[config.mk]
export PLATFORM = sky130hd
export DESIGN_NAME = async_hdlc_deframer_crc16_flat
export DESIGN_NICKNAME = d
export VERILOG_FILES = /design/src/sv/ahdlc_pkg.sv /design/src/sv/ahdlc_intf.sv /design/src/sv/ahdlc_crc.sv /design/src/sv/async_hdlc_deframer_crc16.sv /design/src/flat_wrapper.sv
export VERILOG_INCLUDE_DIRS = /design/src /design/src/sv
export SDC_FILE = /design/constraint.sdc
export NUM_CORES = 1
export LEC_CHECK = 0
export ABC_CLOCK_PERIOD_IN_PS = 4900
export BUFFER_PORTS_ARGS = -buffer_cell sky130_fd_sc_hd__clkbuf_2
export CORE_MARGIN = 5
export CORE_UTILIZATION = 57
export CTS_CLUSTER_SIZE = 16
export DETAILED_ROUTE_END_ITERATION = 10
export GPL_ROUTABILITY_DRIVEN = 0
export HOLD_SLACK_MARGIN = 0.12
export PLACE_DENSITY = 0.75
export SYNTH_ARGS = -nofsm -noshare
export SYNTH_HDL_FRONTEND = slang
export SYNTH_SLANG_ARGS = --single-unit
[constraint.sdc]
create_clock -name clk -period 4.9 [get_ports clk]
set_clock_uncertainty 0.1 [all_clocks]
set_input_delay 0.245 -clock clk [delete_from_list [all_inputs] [get_ports clk]]
set_output_delay 0.245 -clock clk [all_outputs]
set_load 0.1 [all_outputs]
[src/sv/async_hdlc_deframer_crc16_macros.svh]
// ----------------------------------------------------------------------------
// async_hdlc_deframer_crc16 assertion macros
// shared property wrappers, clocked on clk and disabled during reset
// ----------------------------------------------------------------------------
`ifndef ASYNC_HDLC_DEFRAMER_CRC16_MACROS_SVH
`define ASYNC_HDLC_DEFRAMER_CRC16_MACROS_SVH

// same-cycle implication
`define AHDLC_ASSERT_NOW(label, ante, cons, msg) \
	label: assert property (@(posedge clk) disable iff (!arst_n) (ante) |-> (cons)) \
		else $error(msg);

// next-cycle implication
`define AHDLC_ASSERT_NEXT(label, ante, cons, msg) \
	label: assert property (@(posedge clk) disable iff (!arst_n) (ante) |=> (cons)) \
		else $error(msg);

`endif

[src/sv/ahdlc_pkg.sv]
// ----------------------------------------------------------------------------
// ahdlc_pkg
// constants and types of the async hdlc deframer with crc-16 check
// ----------------------------------------------------------------------------
package ahdlc_pkg;

	localparam int OCTET_W   = 8;
	localparam int LEN_W     = 11;
	localparam int CRC_W     = 16;
	localparam int CFG_IDX_W = 2;
	localparam int CFG_DAT_W = 16;

	localparam logic [OCTET_W-1:0] FLAG_OCTET = 8'h7E;
	localparam logic [OCTET_W-1:0] ESC_OCTET  = 8'h7D;
	localparam logic [OCTET_W-1:0] ESC_XOR    = 8'h20;
	localparam logic [CRC_W-1:0]   CRC_POLY   = 16'h8408;

	localparam logic [CRC_W-1:0] CRC_START_RST  = 16'hFFFF;
	localparam logic [LEN_W-1:0] MAX_LENGTH_RST = 11'd256;
	localparam logic [LEN_W-1:0] FCS_LEN        = 11'd2;

	typedef enum logic [CFG_IDX_W-1:0] {
		REG_CRC_START  = 2'd0,
		REG_MAX_LENGTH = 2'd1
	} cfg_reg_t;

	typedef struct packed {
		logic               has_byte;
		logic [OCTET_W-1:0] out_byte;
		logic               frame_end;
		logic               frame_good;
		logic               frame_abort;
		logic [LEN_W-1:0]   frame_len;
	} result_t;

endpackage

[src/sv/ahdlc_intf.sv]
// ----------------------------------------------------------------------------
// ahdlc channel interfaces
// valid/ready channels for line octets, results and register writes
// ----------------------------------------------------------------------------
interface ahdlc_in_if import ahdlc_pkg::*; ();
	logic               valid;
	logic               ready;
	logic [OCTET_W-1:0] in_octet;

	modport source (output valid, output in_octet, input ready);
	modport sink (input valid, input in_octet, output ready);
endinterface

interface ahdlc_out_if import ahdlc_pkg::*; ();
	logic               valid;
	logic               ready;
	logic               has_byte;
	logic [OCTET_W-1:0] out_byte;
	logic               frame_end;
	logic               frame_good;
	logic               frame_abort;
	logic [LEN_W-1:0]   frame_len;

	modport source (output valid, output has_byte, output out_byte, output frame_end,
		output frame_good, output frame_abort, output frame_len, input ready);
	modport sink (input valid, input has_byte, input out_byte, input frame_end,
		input frame_good, input frame_abort, input frame_len, output ready);
endinterface

interface ahdlc_cfg_if import ahdlc_pkg::*; ();
	logic                 valid;
	logic                 ready;
	logic [CFG_IDX_W-1:0] index;
	logic [CFG_DAT_W-1:0] data;

	modport source (output valid, output index, output data, input ready);
	modport sink (input valid, input index, input data, output ready);
endinterface

[src/sv/ahdlc_crc.sv]
// ----------------------------------------------------------------------------
// ahdlc_crc
// one-byte update of the reflected crc-16, lsb first
// ----------------------------------------------------------------------------
module ahdlc_crc import ahdlc_pkg::*; (
	input  logic [CRC_W-1:0]   crc_in,
	input  logic [OCTET_W-1:0] byte_in,
	output logic [CRC_W-1:0]   crc_out
);

	always_comb begin
		logic [CRC_W-1:0] c;
		c = crc_in ^ {{(CRC_W-OCTET_W){1'b0}}, byte_in};
		for (int i = 0; i < OCTET_W; i++) begin
			if (c[0]) begin
				c = (c >> 1) ^ CRC_POLY;
			end else begin
				c = c >> 1;
			end
		end
		crc_out = c;
	end

endmodule

[src/sv/async_hdlc_deframer_crc16.sv]
// a line octet is registered in the input stage, and its word then in the result register
// throughput: one line octet per cycle; the byte-wide crc update sets the path
// a result waiting on a stalled sink holds a producing input stage, which stalls the input
// reset: control state cleared, crc_start 0xffff, max_length 256, crc at 0xffff
// held octets are not reset; no clearing pass after reset
// ----------------------------------------------------------------------------
// async_hdlc_deframer_crc16
// removes byte stuffing, delays payload two octets and checks the crc-16 fcs
// ----------------------------------------------------------------------------
`include "async_hdlc_deframer_crc16_macros.svh"

module async_hdlc_deframer_crc16 import ahdlc_pkg::*; (
	input  logic          clk,
	input  logic          arst_n,
	ahdlc_in_if.sink      octets,
	ahdlc_out_if.source   results,
	ahdlc_cfg_if.sink     cfg
);

	// configuration
	logic [CRC_W-1:0] crc_start_q;
	logic [LEN_W-1:0] max_length_q;

	// frame state
	logic             esc_q;
	logic [LEN_W-1:0] pos_q;
	logic [CRC_W-1:0] crc_q;
	logic [OCTET_W-1:0] held0_q;
	logic [OCTET_W-1:0] held1_q;

	// input stage
	logic               valid_s1;
	logic [OCTET_W-1:0] octet_s1;

	// result register
	logic    out_valid_q;
	result_t res_q;

	// step logic
	logic               is_flag;
	logic               is_esc;
	logic               store;
	logic               emit;
	logic [OCTET_W-1:0] stored;
	logic [CRC_W-1:0]   crc_fed;
	logic [LEN_W-1:0]   pos_inc;
	logic               abort;
	logic               produce;
	logic               out_free;
	logic               go_s1;
	logic               in_ready;
	result_t            res_n;
	logic               esc_n;
	logic [LEN_W-1:0]   pos_n;
	logic [CRC_W-1:0]   crc_n;

	assign cfg.ready = 1'b1;

	always_ff @(posedge clk or negedge arst_n) begin
		if (!arst_n) begin
			crc_start_q  <= CRC_START_RST;
			max_length_q <= MAX_LENGTH_RST;
		end else if (cfg.valid) begin
			unique case (cfg.index)
				REG_CRC_START:  crc_start_q  <= cfg.data[CRC_W-1:0];
				REG_MAX_LENGTH: max_length_q <= cfg.data[LEN_W-1:0];
				default: ;
			endcase
		end
	end

	ahdlc_crc u_crc (
		.crc_in  (crc_q),
		.byte_in (held1_q),
		.crc_out (crc_fed)
	);

	always_comb begin
		is_flag = (octet_s1 == FLAG_OCTET);
		is_esc  = !esc_q && (octet_s1 == ESC_OCTET);
		store   = !is_flag && !is_esc;
		stored  = esc_q ? (octet_s1 ^ ESC_XOR) : octet_s1;
		emit    = store && (pos_q >= FCS_LEN);
		pos_inc = pos_q + 1'b1;
		abort   = store && (pos_inc >= max_length_q);
		produce = is_flag || emit || abort;
	end

	always_comb begin
		esc_n = esc_q;
		pos_n = pos_q;
		crc_n = crc_q;
		if (is_flag) begin
			esc_n = 1'b0;
			pos_n = '0;
			crc_n = crc_start_q;
		end else if (is_esc) begin
			esc_n = 1'b1;
		end else begin
			esc_n = 1'b0;
			if (abort) begin
				pos_n = '0;
				crc_n = crc_start_q;
			end else begin
				pos_n = pos_inc;
				if (emit) begin
					crc_n = crc_fed;
				end
			end
		end
	end

	always_comb begin
		res_n              = '0;
		res_n.has_byte     = emit;
		res_n.out_byte     = emit ? held1_q : '0;
		res_n.frame_abort  = abort;
		if (is_flag) begin
			res_n.frame_end    = 1'b1;
			res_n.frame_good   = !esc_q && (pos_q >= FCS_LEN) &&
				(crc_q == {held0_q, held1_q});
			res_n.frame_len    = pos_q;
		end
	end

	assign out_free = !out_valid_q || results.ready;
	assign go_s1    = valid_s1 && (!produce || out_free);
	assign in_ready = !valid_s1 || go_s1;
	assign octets.ready = in_ready;

	always_ff @(posedge clk or negedge arst_n) begin
		if (!arst_n) begin
			valid_s1 <= 1'b0;
		end else if (in_ready) begin
			valid_s1 <= octets.valid;
		end
	end

	always_ff @(posedge clk) begin
		if (in_ready && octets.valid) begin
			octet_s1 <= octets.in_octet;
		end
	end

	always_ff @(posedge clk or negedge arst_n) begin
		if (!arst_n) begin
			esc_q <= 1'b0;
			pos_q <= '0;
			crc_q <= CRC_START_RST;
		end else if (go_s1) begin
			esc_q <= esc_n;
			pos_q <= pos_n;
			crc_q <= crc_n;
		end
	end

	// shift the two-octet fcs window
	always_ff @(posedge clk) begin
		if (go_s1 && store) begin
			held1_q <= held0_q;
			held0_q <= stored;
		end
	end

	always_ff @(posedge clk or negedge arst_n) begin
		if (!arst_n) begin
			out_valid_q <= 1'b0;
		end else if (out_free) begin
			out_valid_q <= valid_s1 && produce;
		end
	end

	always_ff @(posedge clk) begin
		if (go_s1 && produce) begin
			res_q <= res_n;
		end
	end

	assign results.valid        = out_valid_q;
	assign results.has_byte     = res_q.has_byte;
	assign results.out_byte     = res_q.out_byte;
	assign results.frame_end    = res_q.frame_end;
	assign results.frame_good   = res_q.frame_good;
	assign results.frame_abort  = res_q.frame_abort;
	assign results.frame_len    = res_q.frame_len;

	`AHDLC_ASSERT_NOW(a_end_excl, out_valid_q && res_q.frame_end, !res_q.frame_abort && !res_q.has_byte, "frame end mixed with payload or abort")
	`AHDLC_ASSERT_NOW(a_good_len, out_valid_q && res_q.frame_good, res_q.frame_end && (res_q.frame_len >= FCS_LEN), "good frame without end or fcs")
	`AHDLC_ASSERT_NEXT(a_flag_restart, go_s1 && is_flag, (pos_q == '0) && !esc_q, "flag did not restart the frame")
	`AHDLC_ASSERT_NOW(a_byte_zero, out_valid_q && !res_q.has_byte, res_q.out_byte == '0, "stray payload byte")
	`AHDLC_ASSERT_NEXT(a_stall_hold, out_valid_q && !results.ready, out_valid_q && $stable(res_q), "result changed under stall")

endmodule

[src/flat_wrapper.sv]
// flat-port wrapper written by rule: the top's interface ports become plain ports
module async_hdlc_deframer_crc16_flat import ahdlc_pkg::*;
  (clk, arst_n, octets_valid, octets_in_octet, octets_ready, results_valid, results_has_byte, results_out_byte, results_frame_end, results_frame_good, results_frame_abort, results_frame_len, results_ready, cfg_valid, cfg_index, cfg_data, cfg_ready);
  ahdlc_in_if octets_i ();
  ahdlc_out_if results_i ();
  ahdlc_cfg_if cfg_i ();
  input  logic clk;
  input  logic arst_n;
  input wire logic [$bits(octets_i.valid)-1:0] octets_valid;
  input wire logic [$bits(octets_i.in_octet)-1:0] octets_in_octet;
  output wire logic [$bits(octets_i.ready)-1:0] octets_ready;
  output wire logic [$bits(results_i.valid)-1:0] results_valid;
  output wire logic [$bits(results_i.has_byte)-1:0] results_has_byte;
  output wire logic [$bits(results_i.out_byte)-1:0] results_out_byte;
  output wire logic [$bits(results_i.frame_end)-1:0] results_frame_end;
  output wire logic [$bits(results_i.frame_good)-1:0] results_frame_good;
  output wire logic [$bits(results_i.frame_abort)-1:0] results_frame_abort;
  output wire logic [$bits(results_i.frame_len)-1:0] results_frame_len;
  input wire logic [$bits(results_i.ready)-1:0] results_ready;
  input wire logic [$bits(cfg_i.valid)-1:0] cfg_valid;
  input wire logic [$bits(cfg_i.index)-1:0] cfg_index;
  input wire logic [$bits(cfg_i.data)-1:0] cfg_data;
  output wire logic [$bits(cfg_i.ready)-1:0] cfg_ready;
  assign octets_i.valid = octets_valid;
  assign octets_i.in_octet = octets_in_octet;
  assign octets_ready = octets_i.ready;
  assign results_valid = results_i.valid;
  assign results_has_byte = results_i.has_byte;
  assign results_out_byte = results_i.out_byte;
  assign results_frame_end = results_i.frame_end;
  assign results_frame_good = results_i.frame_good;
  assign results_frame_abort = results_i.frame_abort;
  assign results_frame_len = results_i.frame_len;
  assign results_i.ready = results_ready;
  assign cfg_i.valid = cfg_valid;
  assign cfg_i.index = cfg_index;
  assign cfg_i.data = cfg_data;
  assign cfg_ready = cfg_i.ready;
  async_hdlc_deframer_crc16 u_core (.clk(clk), .arst_n(arst_n), .octets(octets_i), .results(results_i), .cfg(cfg_i));
endmodule
[Yosys cells after proc, flatten, opt, wreduce, memory -nomap -nowiden]
Cells that the tools add are included.
Storage, ports and cells
  word-level logic and storage cells: 81
  output and inout port bits: 26
  input bits: 31
  bits in registers: 104
Operators by class
  mux-type cells: 19
  equal/unequal tests: 5
  bitwise gates (word level): 10
  order comparisons: 2
  add/sub/neg operators: 1
  reductions and logical operators: 28
Operators by type and width (count)
  $mux 16: 12
  $mux 11: 3
  $not 2->3: 8
  $eq 16x16->1: 1
  $eq 8x7->1 const B: 2
  $xor 16x8->16: 1
  $add 11x1->11 const B: 1
  $ge 11x11->1: 1
  $ge 11x2->1 const B: 1
  $logic_and 1x1->1: 11
  $logic_not 1->1: 6
  $mux 6: 1
  $reduce_and 2->1: 3
  $logic_or 1x1->1: 5
  $reduce_and 3->1: 1
  $reduce_bool 3->1: 1
  $eq 2x1->1 const B: 1
  $logic_not 2->1: 1
  $mux 1: 2
  $mux 2: 1
  $ne 2x1->1 const B: 1
  $not 1->1: 1

[Longest topological paths before layout]
Gate-level depths: netlist of the first run.
  word-level depth: 21
  depth in mapped cells: 15
  depth with buffers taken out: 11

[Cells and area by module]
Synthesis of the first run repeated with hierarchy kept, for this count alone.
Unflattened totals
  cells, all modules: 419
  area total of the unflattened synthesis: 5368.9 um2
By module, submodules not included
  async_hdlc_deframer_crc16: area an instance 4988.5 um2, cells each 394, seq. area each 2879.0 um2, instances 1
  ahdlc_crc: area an instance 380.4 um2, cells each 25, seq. area each 0.0 um2, instances 1

[Worst setup path before layout of the first run]
No wires, ideal clock.
  path type: reg2reg
  from: register u_core.pos_q[2]
  to: register u_core.octet_s1[0] (enable)
  setup slack: 50 ps
  arrival time: 4418 ps
  stages on the path, launching flop included: 14
  required time: 4467 ps
  path through: dfrtp_1 clkbuf_1 and3_1 and3_1 clkbuf_1 nand3_1 xnor2_1 ha_1 nand2_1 nor2_1 a221oi_2 o21bai_2 o2111ai_1 and2_1
On the way
  longest elaborated chain between the ends: 9
  elaborated cells on any way between the ends: 12
Ends and longest elaborated chain
  from (decl): line async_hdlc_deframer_crc16.sv:26  | logic [LEN_W-1:0] pos_q;
  from (signal assigned): line async_hdlc_deframer_crc16.sv:152  | pos_q <= pos_n;
  $add 11x1->11 / $ge 11x2->1 (equally long branches): line async_hdlc_deframer_crc16.sv:84, async_hdlc_deframer_crc16.sv:83
  $ge 11x11->1 / $logic_and 1x1->1 (equally long branches): line async_hdlc_deframer_crc16.sv:85, async_hdlc_deframer_crc16.sv:83
  $logic_and 1x1->1 / $logic_or 1x1->1 (equally long branches): line async_hdlc_deframer_crc16.sv:85, async_hdlc_deframer_crc16.sv:86
  $logic_or 1x1->1 *: line async_hdlc_deframer_crc16.sv:86  | produce = is_flag || emit || abort;
  $logic_not 1->1 *: line async_hdlc_deframer_crc16.sv:127  | assign go_s1 = valid_s1 && (!produce || out_free);
  $logic_or 1x1->1 *: line async_hdlc_deframer_crc16.sv:127
  $logic_and 1x1->1 *: line async_hdlc_deframer_crc16.sv:127
  $logic_or 1x1->1 *: line async_hdlc_deframer_crc16.sv:128  | assign in_ready = !valid_s1 || go_s1;
  named net octets_ready: line flat_wrapper.sv:11  | output wire logic [$bits(octets_i.ready)-1:0] octets_ready;
  $logic_and 1x1->1 *: line async_hdlc_deframer_crc16.sv:140  | if (in_ready && octets.valid) begin
  to (signal assigned): line async_hdlc_deframer_crc16.sv:141  | octet_s1 <= octets.in_octet;
  to (decl): line async_hdlc_deframer_crc16.sv:33  | logic [OCTET_W-1:0] octet_s1;
Mark *: on every way through the listed nets, which the timed path passes. The rest lies on a longest branch.
A chain may end at the register's enable or synchronous reset.

[Worst setup path after layout of the first run]
  from: register u_core.pos_q[0]
  to: output port octets_ready
On the way
  longest elaborated chain between the ends: 8
  elaborated cells on any way between the ends: 11
Ends and longest elaborated chain (line)
  $add 11x1->11 / $ge 11x2->1 (equally long branches): async_hdlc_deframer_crc16.sv:84, async_hdlc_deframer_crc16.sv:83
  $ge 11x11->1 / $logic_and 1x1->1 (equally long branches): async_hdlc_deframer_crc16.sv:85, async_hdlc_deframer_crc16.sv:83
  $logic_and 1x1->1 / $logic_or 1x1->1 (equally long branches): async_hdlc_deframer_crc16.sv:85, async_hdlc_deframer_crc16.sv:86
  $logic_or 1x1->1 *: async_hdlc_deframer_crc16.sv:86
  $logic_not 1->1 *: async_hdlc_deframer_crc16.sv:127
  $logic_or 1x1->1 *: async_hdlc_deframer_crc16.sv:127
  $logic_and 1x1->1 *: async_hdlc_deframer_crc16.sv:127
  $logic_or 1x1->1 *: async_hdlc_deframer_crc16.sv:128
  to (decl): flat_wrapper.sv:11
Every way passes the cells marked *; elsewhere a longest branch is shown, timed or not.

==> metrics.txt, run 1 <==
initial antenna violation count=0; Leak=0.00233 uW; layout net count=approximately 500; setup TNS=0 ns; port bufs=55; Final Cycle Share=0.901; total gr overflow=0; 1st-iter DRT viols=159; WS Path Type=reg2out; FP Rows=33; CTS Buf Count=9; Core Util, Final=0.687; post-route ant nets=0; footprint of the multi-input gates=1880 um2; Root Driver=clkbuf_8; Synth cell types=55; Setup Fix Bufs, Post-CTS=0; most frequent cells in the layout=55 x clkbuf_2, 47 x edfxtp_1, 33 x dfstp_2, 27 x mux2_2, 26 x dlygate4sd3_1; synth warn=0; WP data arrival=roughly 4.1 ns; drt via density=roughly 5.6; commonest non-fill, non-tap cell in the layout=clkbuf_2; fill cell count=600; largest net degree at the start of global routing=58; Slew Limit Headroom=0.435; max-cap violations=0; min-delay src=results_ready; Slowest Stage Delay on Critical Path=approximately 0.6 ns; sequential fraction of the synthesis area=0.589; Worst setup EP type=output pin; reg2reg start=u_core.pos_q[0]; Finish-stage setup viols=0; Wirelength per Cell=18.0 um; ys async rst share=0.548; layout cells sized above 1=0.312; Placeable Area=8300 um2; Ports=57; number of enable flip-flop cells after synthesis=47; clock-pin slew on the worst setup and hold paths=0.09 ns; Final Max Tran Viols=0; total number of vias=3200; #FFs+latches synth=104; Mapped Area=~4900 um2; Area growth syn-to-layout=16.6%; Die H=103 um; vias in the first global route=around 3300; Clock Latency Late Sink=about 0.37 ns; CTS tree=done; Slew @ Worst Pin=~0.84 ns; crit-path most repeated cell=ha_1; total die area=~11000 um2; top_reg_cell synth=edfxtp_1; placed cell area=5250 um2; Final Hold Viols=0; register area=2880 um2; Die Wd=103 um; # resized after CTS=0; first-pass GRT wire length=approximately 17000 um; fmax=226 MHz; Final Routed Wirelength=10300 um; startpoint type of the worst setup path=register; Tightest Hold Check Type=in2reg; critical path's slowest cell=a221oi_2; Crit path required time=4.55 ns; Tmin final=4.42 ns; clock buffer depth=2; Remaining DRCs=0; clock sinks=104; DRT Pass-1 Iters=5; Starting Density=0.589; post-route cell area=5700 um2; depth of the CTS H-tree=3; hold buffer count at CTS=26; peak supply drop=0.323 mV; status=completed; worst-path cell chain=ha_1 -> nand3_1 -> nor2_1 -> xor2_1 -> ha_1 -> a21oi_1 -> o21ai_0 -> a221oi_2 -> o21bai_2 -> o2111ai_1 -> clkbuf_2; crit path max fanout=12; GRT Total Usage=0.214; pwr dens=between 600 and 700 nW/um2; post-synthesis net count=about 420; unrepaired setup endpoints after global routing=false; ant diodes=0; post-detail-place hpwl=7360 um; Post-Syn Area per Cell=12.9 um2; Synth Instances=between 300 and 400; CP Launch Point=u_core.pos_q[0]
where the power goes:
part	switching (uW)	internal (uW)
clock	298	240
combinational	1190	512
sequential	188	1290
total	1670	2050
registers in the layout (all words and copies together), names as in the netlist:
signal	cells
u_core.results.frame_len	11
u_core.crc_start_q	16
u_core.pos_q	11
u_core.valid_s1	1
u_core.esc_q	1
u_core.crc_q	16
u_core.results.frame_abort	1
u_core.results.has_byte	1
u_core.octet_s1	8
u_core.max_length_q	11
u_core.held1_q	8
u_core.results.frame_end	1
u_core.held0_q	8
u_core.results.valid	1
u_core.results.out_byte	8
u_core.results.frame_good	1
critical path: cells and delay by family, from the launching register on:
family / cells / cell delay [ns]
AOI/OAI and AO/OA: 5 / 1.53
DFF: 1 / 0.46
adders and majority gates: 2 / 0.56
and+or+nand+nor: 2 / 0.41
buffers and inverters: 1 / 0.52
xor gates and xnor gates: 1 / 0.23
cells in the mapped netlist, drive strengths merged, types with 2 or more instances:
master,number,area share
nand4b,2,0.0049
a211oi,5,0.010
buf,7,0.013
edfxtp,47,0.29
nand2b,6,0.0077
mux2,27,0.062
xor2,18,0.032
and3,4,0.0051
nor3,17,0.019
and2,19,0.024
nor2,22,0.017
clkbuf,7,0.0061
dfrtp,24,0.12
o311ai,3,0.0054
nand3,9,0.0092
a311oi,7,0.013
nor2b,5,0.0064
o21bai,3,0.0054
nand2,16,0.012
xnor2,24,0.043
nor4,7,0.0090
a21oi,7,0.0079
a22o,9,0.016
ha,13,0.033
o21ai,6,0.0061
inv,14,0.011
dfstp,33,0.18
final timing paths:
check	to	cells after the start	slack, ns
max in group asynchronous	u_core.pos_q[2]	3	3.79
min reg2reg	u_core.held0_q[7]	0	0.37
min	u_core.valid_s1	4	0.14
max	octets_ready	11	0.48
min in group asynchronous	u_core.max_length_q[9]	3	0.45
max reg2reg	u_core.octet_s1[0]	11	0.89
cell type report:
| type | count | area share |
|---|---|---|
| tap | 105 | 0.0230 |
| multi-input combinational | 246 | 0.329 |
| inverter | 14 | 0.00922 |
| timing repair buffer | 85 | 0.0992 |
| clock inverter | 6 | 0.0119 |
| clock buffer | 10 | 0.0224 |
| sequential | 104 | 0.505 |
routing by layer:
metal  GRT usage  up-vias  share of wire
met5           0        -              0
li1            -     1516              -
met1       0.302     1521           0.43
met4      0.0747        0          0.030
met2       0.331      133           0.46
met3      0.0460       30          0.080
kinds of logic after synthesis:
group                      synth area share
AOI/OAI and AO/OA                    0.0819
adders and majority gates            0.0333
xor gates and xnor gates             0.0752
other                              0.000767
buffers and inverters                0.0299
and+or+nand+nor                       0.128
DFF                                   0.589
muxes                                0.0622
metrics by stage:
| step | total power [uW] | cells | hold WS (ns) | setup WS (ns) |
|---|---|---|---|---|
| 2_1_floorplan | 2840 | 378 | -0.151 | 0.0497 |
| 3_3_place_gp | 3140 | 528 | 0.324 | 1.07 |
| 3_5_place_dp | 3180 | 528 | 0.324 | 0.890 |
| 4_1_cts | 3720 | 570 | 0.130 | 0.479 |
| 5_1_grt | 3930 | 570 | 0.164 | 0.129 |
| 6_report | 3720 | 570 | 0.137 | 0.483 |
(Power assumes the default switching activity.)
==> inputs of run 2 (changes only) <==
--- a/config.mk
+++ b/config.mk
@@ -9,12 +9,12 @@
 export ABC_CLOCK_PERIOD_IN_PS = 4900
 export BUFFER_PORTS_ARGS = -buffer_cell sky130_fd_sc_hd__clkbuf_2
 export CORE_MARGIN = 5
-export CORE_UTILIZATION = 57
+export CORE_UTILIZATION = 45
 export CTS_CLUSTER_SIZE = 16
 export DETAILED_ROUTE_END_ITERATION = 10
 export GPL_ROUTABILITY_DRIVEN = 0
 export HOLD_SLACK_MARGIN = 0.12
-export PLACE_DENSITY = 0.75
+export PLACE_DENSITY = 0.61
 export SYNTH_ARGS = -nofsm -noshare
 export SYNTH_HDL_FRONTEND = slang
 export SYNTH_SLANG_ARGS = --single-unit
==> run 2 against run 1 <==
First-iteration DRC count fell by 8.8%. Register-to-register slack improved by 0.19 ns. Sequential share of layout area down 0.41 points. Via count down 1.2%. Cell count up 6.1%. Design area increased by 0.81%.
==> metrics.txt, run 2 (synthesized netlist as in run 1, its figures left out) <==
total die area=13100 um2 (+24%); Slowest Stage Delay on Critical Path=0.52 ns (-0.08 ns); fin cells=605 (+6.1%); WP buf/inv=1 (unchanged); port bufs=55 (unchanged); largest net degree at the start of global routing=58 (unchanged); crit path max fanout=12 (unchanged); critical path's slowest cell=clkbuf_2; 1st-iter DRT viols=145 (-8.8%); met3 wire len=517 um (-37%); unrepaired setup endpoints after global routing=false; layout net count=504 (unchanged); uppermost layer routed=met4; # placed instances=563 (+6.6%); WL met2=5110 um (+8.2%); CP delay by family, top=compound AO/OA/AOI/OAI gates; Root Driver=clkbuf_8; clock sinks=104 (unchanged); first-pass GRT wire length=17400 um (+2.3%); Worst setup EP type=output pin; Total Power=3720 uW (about the same); crit-path most repeated cell=ha_1; setup TNS=0 ns (unchanged); GRT Total Usage=0.173 (-0.0411); FP Rows=38 (+15%); DRT Pass-1 Iters=4 (-1); clock-pin slew on the worst setup and hold paths=0.09 ns (about the same); vias in the first global route=3273 (+0.21%); peak supply drop=0.357 mV (+11%); Die Wd=114 um (+11%); DRT met1 WL=4730 um (+6.8%); WP data arrival=3.90 ns (-0.17 ns); Leak=0.00233 uW (about the same); commonest non-fill, non-tap cell in the layout=clkbuf_2; Final Routed Wirelength=10500 um (+2.0%); Ports=57 (unchanged); Die H=114 um (+11%); Tightest Hold Check Type=in2reg; most frequent cells in the layout=55 x clkbuf_2, 47 x edfxtp_1, 33 x dfstp_2, 27 x mux2_2, 26 x dlygate4sd3_1; Crit path required time=4.55 ns (about the same); Finish-stage setup viols=0 (unchanged); Final Hold Viols=0 (unchanged); CTS tree=done; total number of vias=3162 (-1.2%); Remaining DRCs=0 (unchanged); WS Path Type=reg2out; worst-path cell chain=ha_1 -> nand3_1 -> nor2_1 -> xor2_1 -> ha_1 -> a21oi_1 -> o21ai_0 -> a221oi_4 -> o21bai_2 -> o2111ai_1 -> clkbuf_2; depth of the CTS H-tree=3 (unchanged); CTS Buf Count=9 (unchanged); Placeable Area=10700 um2 (+29%); Tmin final=4.25 ns (-0.169 ns); Wirelength per Cell=17.3 um (-3.9%); startpoint type of the worst setup path=register; total gr overflow=0 (unchanged); biggest regs=u_core.crc_q: 16 flops, u_core.crc_start_q: 16 flops; pwr dens=646 nW/um2 (-0.85%); Final Cycle Share=0.867 (-0.0346); Slew Limit Headroom=0.412 (-0.0229); Slew @ Worst Pin=0.879 ns (+0.0343 ns); ant diodes=0 (unchanged); max-cap violations=0 (unchanged); status=completed; Core Util, Final=0.535 (-0.152); post-detail-place hpwl=7500 um (+2.0%); post-route ant nets=0 (unchanged); Final Max Tran Viols=0 (unchanged); drt via density=5.23 (-6.9%); layout cells sized above 1=0.314 (+0.00215); Setup Fix Bufs, Post-CTS=0 (unchanged); fmax=235 MHz (+4.0%); Clock Latency Late Sink=0.37 ns (about the same); clock buffer depth=2 (unchanged); Area growth syn-to-layout=17.5%; Starting Density=0.455 (-0.134); initial antenna violation count=0 (unchanged)
run 2: path summary, 6_finish.rpt:
check / start / endpoint / slack [ns] / cells past startpoint
worst min-delay path: results_ready / u_core.valid_s1 / 0.14 / 4
min in group asynchronous: arst_n / u_core.max_length_q[3] / 0.46 / 3
max in group asynchronous: arst_n / u_core.pos_q[2] / 3.77 / 3
worst max register to register: u_core.pos_q[0] / u_core.octet_s1[5] / 1.08 / 11
worst max-delay path: u_core.pos_q[0] / octets_ready / 0.65 / 11
worst min register to register: u_core.octet_s1[7] / u_core.held0_q[7] / 0.36 / 0
run 2: worst reg2reg max path, delay by kind of cell, from the launching register on:
family | cells | cell delay (ns)
AOI/OAI and AO/OA | 5 | 1.35
and+or+nand+nor | 3 | 0.77
adders and majority gates | 2 | 0.59
DFF | 1 | 0.47
xor gates and xnor gates | 1 | 0.22
run 2: power breakdown:
part	internal [uW]	switching [uW]
sequential	1290	195
combinational	512	1190
clock	235	291
run 2: stage by stage:
step	hold slack, ns	setup WS (ns)	instance area [um2]
finish	0.142	0.652	5750
global route	0.166	0.201	5750
CTS	0.143	0.442	5740
detailed placement	0.324	0.866	5290
global placement	0.324	1.03	5290
floorplan	-0.151	0.0497	4890
run 2: cell type report:
type,instances,area [um2]
clock inverter,6,58.8
inverter,14,52.6
fill,952,5000
timing repair buffer,85,566
multi-input combinational,246,1890
sequential,104,2880
tap,140,175
clock buffer,10,128
run 2: metal layers:
metal  vias to the layer above  global-route usage
met4                         0              0.0554
met5                         -                   0
met3                        10              0.0322
met1                      1558               0.238
met2                        71               0.278
li1                       1523                   -
run 2: timing repair:
action                                  4_1_cts  5_1_grt
resized for setup                             0        1
hold buffers                                 26        0
endpoints found under the hold margin        60        0
endpoints found under the setup margin        0        1
==> inputs of run 3 (changes only) <==
--- a/config.mk
+++ b/config.mk
@@ -17,4 +17,5 @@
 export PLACE_DENSITY = 0.61
 export SYNTH_ARGS = -nofsm -noshare
 export SYNTH_HDL_FRONTEND = slang
+export SYNTH_HIERARCHICAL = 1
 export SYNTH_SLANG_ARGS = --single-unit
==> run 3 against run 2 <==
Total power is 15% higher. Highest routed layer unchanged. Sequential share of layout area is 4.3 points lower. Non-clock buffer count is 1 higher. Sequential power hardly changed. Area after synthesis is 9.8% higher. Setup slack worse by 0.088 ns. Clock-buffer cell count is 1 lower. Largest power group unchanged. Register-to-register slack worse by 0.32 ns. First-iteration DRC count is 37% higher.
==> metrics.txt, run 3 <==
Die H=119 um (+4.4%); critical path's slowest cell=dfrtp_1; top cell type's share of synthesized area=0.263 (-0.0258); register area=2880 um2 (unchanged); clock-pin slew on the worst setup and hold paths=0.07 ns (-0.02 ns); Setup Fix Bufs, Post-CTS=0 (unchanged); Synth cell types=60 (+9.1%); Slew Limit Headroom=0.344 (-0.0683); ant diodes=0 (unchanged); Synth area leaders=edfxtp_1 26%, dfstp_2 16%, dfrtp_1 11%; combinational share of power=0.482 (+0.024); CP Depth=12 (+1); reg2reg path depth=11 (unchanged); Remaining DRCs=0 (unchanged); status=completed; first-pass GRT wire length=18600 um (+6.8%); Wirelength per Cell=18.2 um (+5.0%); pwr dens=679 nW/um2 (+5.0%); #FFs+latches synth=104 (unchanged); total die area=14200 um2 (+8.9%); most frequent cells in the layout=55 x clkbuf_2, 47 x edfxtp_1, 39 x inv_1, 33 x dfstp_2, 27 x mux2_2; Leak=0.00272 uW (+16%); Final Hold Viols=0 (unchanged); Area growth syn-to-layout=17.1%; reg2reg start=u_core/pos_q[1]; post-synthesis net count=463 (+9.7%); Final Cycle Share=0.885 (+0.0180); initial antenna violation count=0 (unchanged); Slowest Stage Delay on Critical Path=0.48 ns (-0.04 ns); post-route ant nets=0 (unchanged); number of enable flip-flop cells after synthesis=47 (unchanged); DP Worst Slack=0.802 ns (-0.0645 ns); RR Endpoint=u_core/held1_q[2]; post-detail-place hpwl=8290 um (+10%); DRT Pass-1 Iters=5 (+1); fill cell count=953 (+0.11%); sw frac=0.432 (-0.0189); Post-Syn Area per Cell=12.8 um2 (-0.94%); clock network power share=0.164 (+0.022); GRT Total Usage=0.168 (-0.00458); total gr overflow=0 (unchanged); clock buffer depth=2 (unchanged); Root Driver=clkbuf_16; drt via density=5.40 (+3.2%); port bufs=55 (unchanged); Mapped Area=5370 um2 (+9.8%); sequential share of power=0.354 (-0.047); most common cell in the netlist=edfxtp_1; layout cells sized above 1=0.324 (+0.0100); Clock Latency Late Sink=0.35 ns (-0.02 ns); WP data arrival=3.99 ns (+0.09 ns); ys async rst share=0.548 (unchanged); area leader, netlist=edfxtp_1; sw power=1840 uW (+10%); worst-path cell chain=ha_1 -> and4_1 -> and4_1 -> and3_1 -> xor2_1 -> ha_1 -> a21oi_1 -> o21ai_0 -> a221o_1 -> nor2_1 -> or3_1 -> clkbuf_2; layout net count=539 (+6.9%); Synth Instances=419 (+11%); WP buf/inv=1 (unchanged); Placeable Area=11600 um2 (+7.6%); final worst slack=0.564 ns (-0.0880 ns); Ports=57 (unchanged); Slew @ Worst Pin=0.983 ns (+0.105 ns); clock sinks=104 (unchanged); hold slack=0.288 ns (+0.146 ns); top_reg_cell synth=edfxtp_1; total number of vias=3469 (+9.7%); fin cells=643 (+6.3%); reg2reg setup slack=0.76 ns (-0.32 ns); crit path max fanout=8 (-4); Total Power=4270 uW (+15%); peak supply drop=0.352 mV (-1.5%); Starting Density=0.464 (+0.00919); commonest non-fill, non-tap cell in the layout=clkbuf_2; largest net degree at the start of global routing=58 (unchanged); WS Path Type=reg2out; depth of the CTS H-tree=3 (unchanged); 1st-iter DRT viols=199 (+37%); sequential fraction of the synthesis area=0.536 (-0.0526); crit path to=octets_ready; hold buffer count at CTS=26 (unchanged); Tightest Hold Check Type=in2reg; Final Max Tran Viols=0 (unchanged); vias in the first global route=3469 (+6.0%); synth warn=6 (+6); Tmin final=4.34 ns (+0.0880 ns); Crit path required time=4.55 ns (about the same); Post-synth top cells=47 x edfxtp_1, 39 x inv_1, 33 x dfstp_2, 27 x mux2_2, 24 x dfrtp_1; # resized after CTS=0 (unchanged); Pint=2420 uW (+19%); FP Rows=39 (+2.6%); CTS Buf Count=9 (unchanged); setup TNS=0 ns (unchanged); fmax=231 MHz (-2.0%); startpoint type of the worst setup path=register; Worst setup EP type=output pin; Final Routed Wirelength=11700 um (+12%); CTS tree=done; biggest regs=u_core/crc_q: 16 flops, u_core/crc_start_q: 16 flops; Die Wd=119 um (+4.4%); # placed instances=601 (+6.7%); max-cap violations=0 (unchanged); Finish-stage setup viols=0 (unchanged); CP delay by family, top=simple AND/OR/NAND/NOR gates; unrepaired setup endpoints after global routing=false; CP Launch Point=u_core/pos_q[1]; footprint of the multi-input gates=2220 um2 (+18%)
[run 3: changes by cell type after synthesis, sizes merged, moves of 4 or more]
| cell | change |
|---|---|
| inv | +25 |
| a221oi | +15 |
| nor3 | -14 |
| nor4 | +13 |
| and3 | +9 |
| a311oi | -7 |
| and2 | -6 |
| a211oi | -5 |
| a22o | -5 |
| o221ai | +5 |
| xnor3 | +5 |
| clkbuf | +4 |
| xor3 | +4 |
[run 3: layer usage]
layer | vias up | global-route usage | part of all wire
met2 | 73 | 0.283 | 0.50
met4 | 0 | 0.0702 | 0.026
met5 | - | 0 | 0
met3 | 18 | 0.0322 | 0.041
li1 | 1673 | - | -
met1 | 1705 | 0.213 | 0.43
[run 3: cell families after synthesis]
logic type,synth area share
adders and majority gates,0.0303
and+or+nand+nor,0.131
DFF,0.536
muxes,0.0585
other,0.000698
AOI/OAI and AO/OA,0.0832
buffers and inverters,0.0494
xor gates and xnor gates,0.111
[run 3: power groups by stage]
stage	logic [uW]	registers (uW)	clock network (uW)
after detailed placement	2040	1530	0
after global placement	2020	1520	0
final	2060	1510	700
after CTS	2060	1520	717
after global routing	2180	1540	751
after floorplan	1190	2000	0
[run 3: worst min-delay path, stage by stage]
cell      delay, ns
clkbuf_2       0.08
nand2b_1       0.26
o31ai_1        0.11
[run 3: layout make-up]
| type | count | area share |
|---|---|---|
| multi-input cells | 255 | 0.354 |
| flip-flops and latches | 104 | 0.458 |
| repair buffers | 86 | 0.0912 |
| well taps | 143 | 0.0285 |
| inverters | 39 | 0.0233 |
| clock buffers | 9 | 0.0358 |
| clock inverters | 7 | 0.00936 |
[run 3: metrics by stage]
stage	cell area, um2	utilization
after floorplan	5370	-
after global placement	5740	0.496
after detailed placement	5740	0.496
after global routing	6290	0.544
after CTS	6290	0.544
final	6290	0.544
[run 3: worst min-delay path by stage]
stage                             from              endpoint  slack (ns)  cells after the start
floorplan                       arst_n          u_core/esc_q       -0.15                      0
global placement    octets_in_octet[1]    u_core/octet_s1[1]        0.32                      1
detailed placement  octets_in_octet[2]    u_core/octet_s1[2]        0.32                      1
CTS                      results_ready       u_core/valid_s1        0.29                      3
global route             results_ready  u_core/results.valid        0.32                      3
finish                   results_ready       u_core/valid_s1        0.29                      3
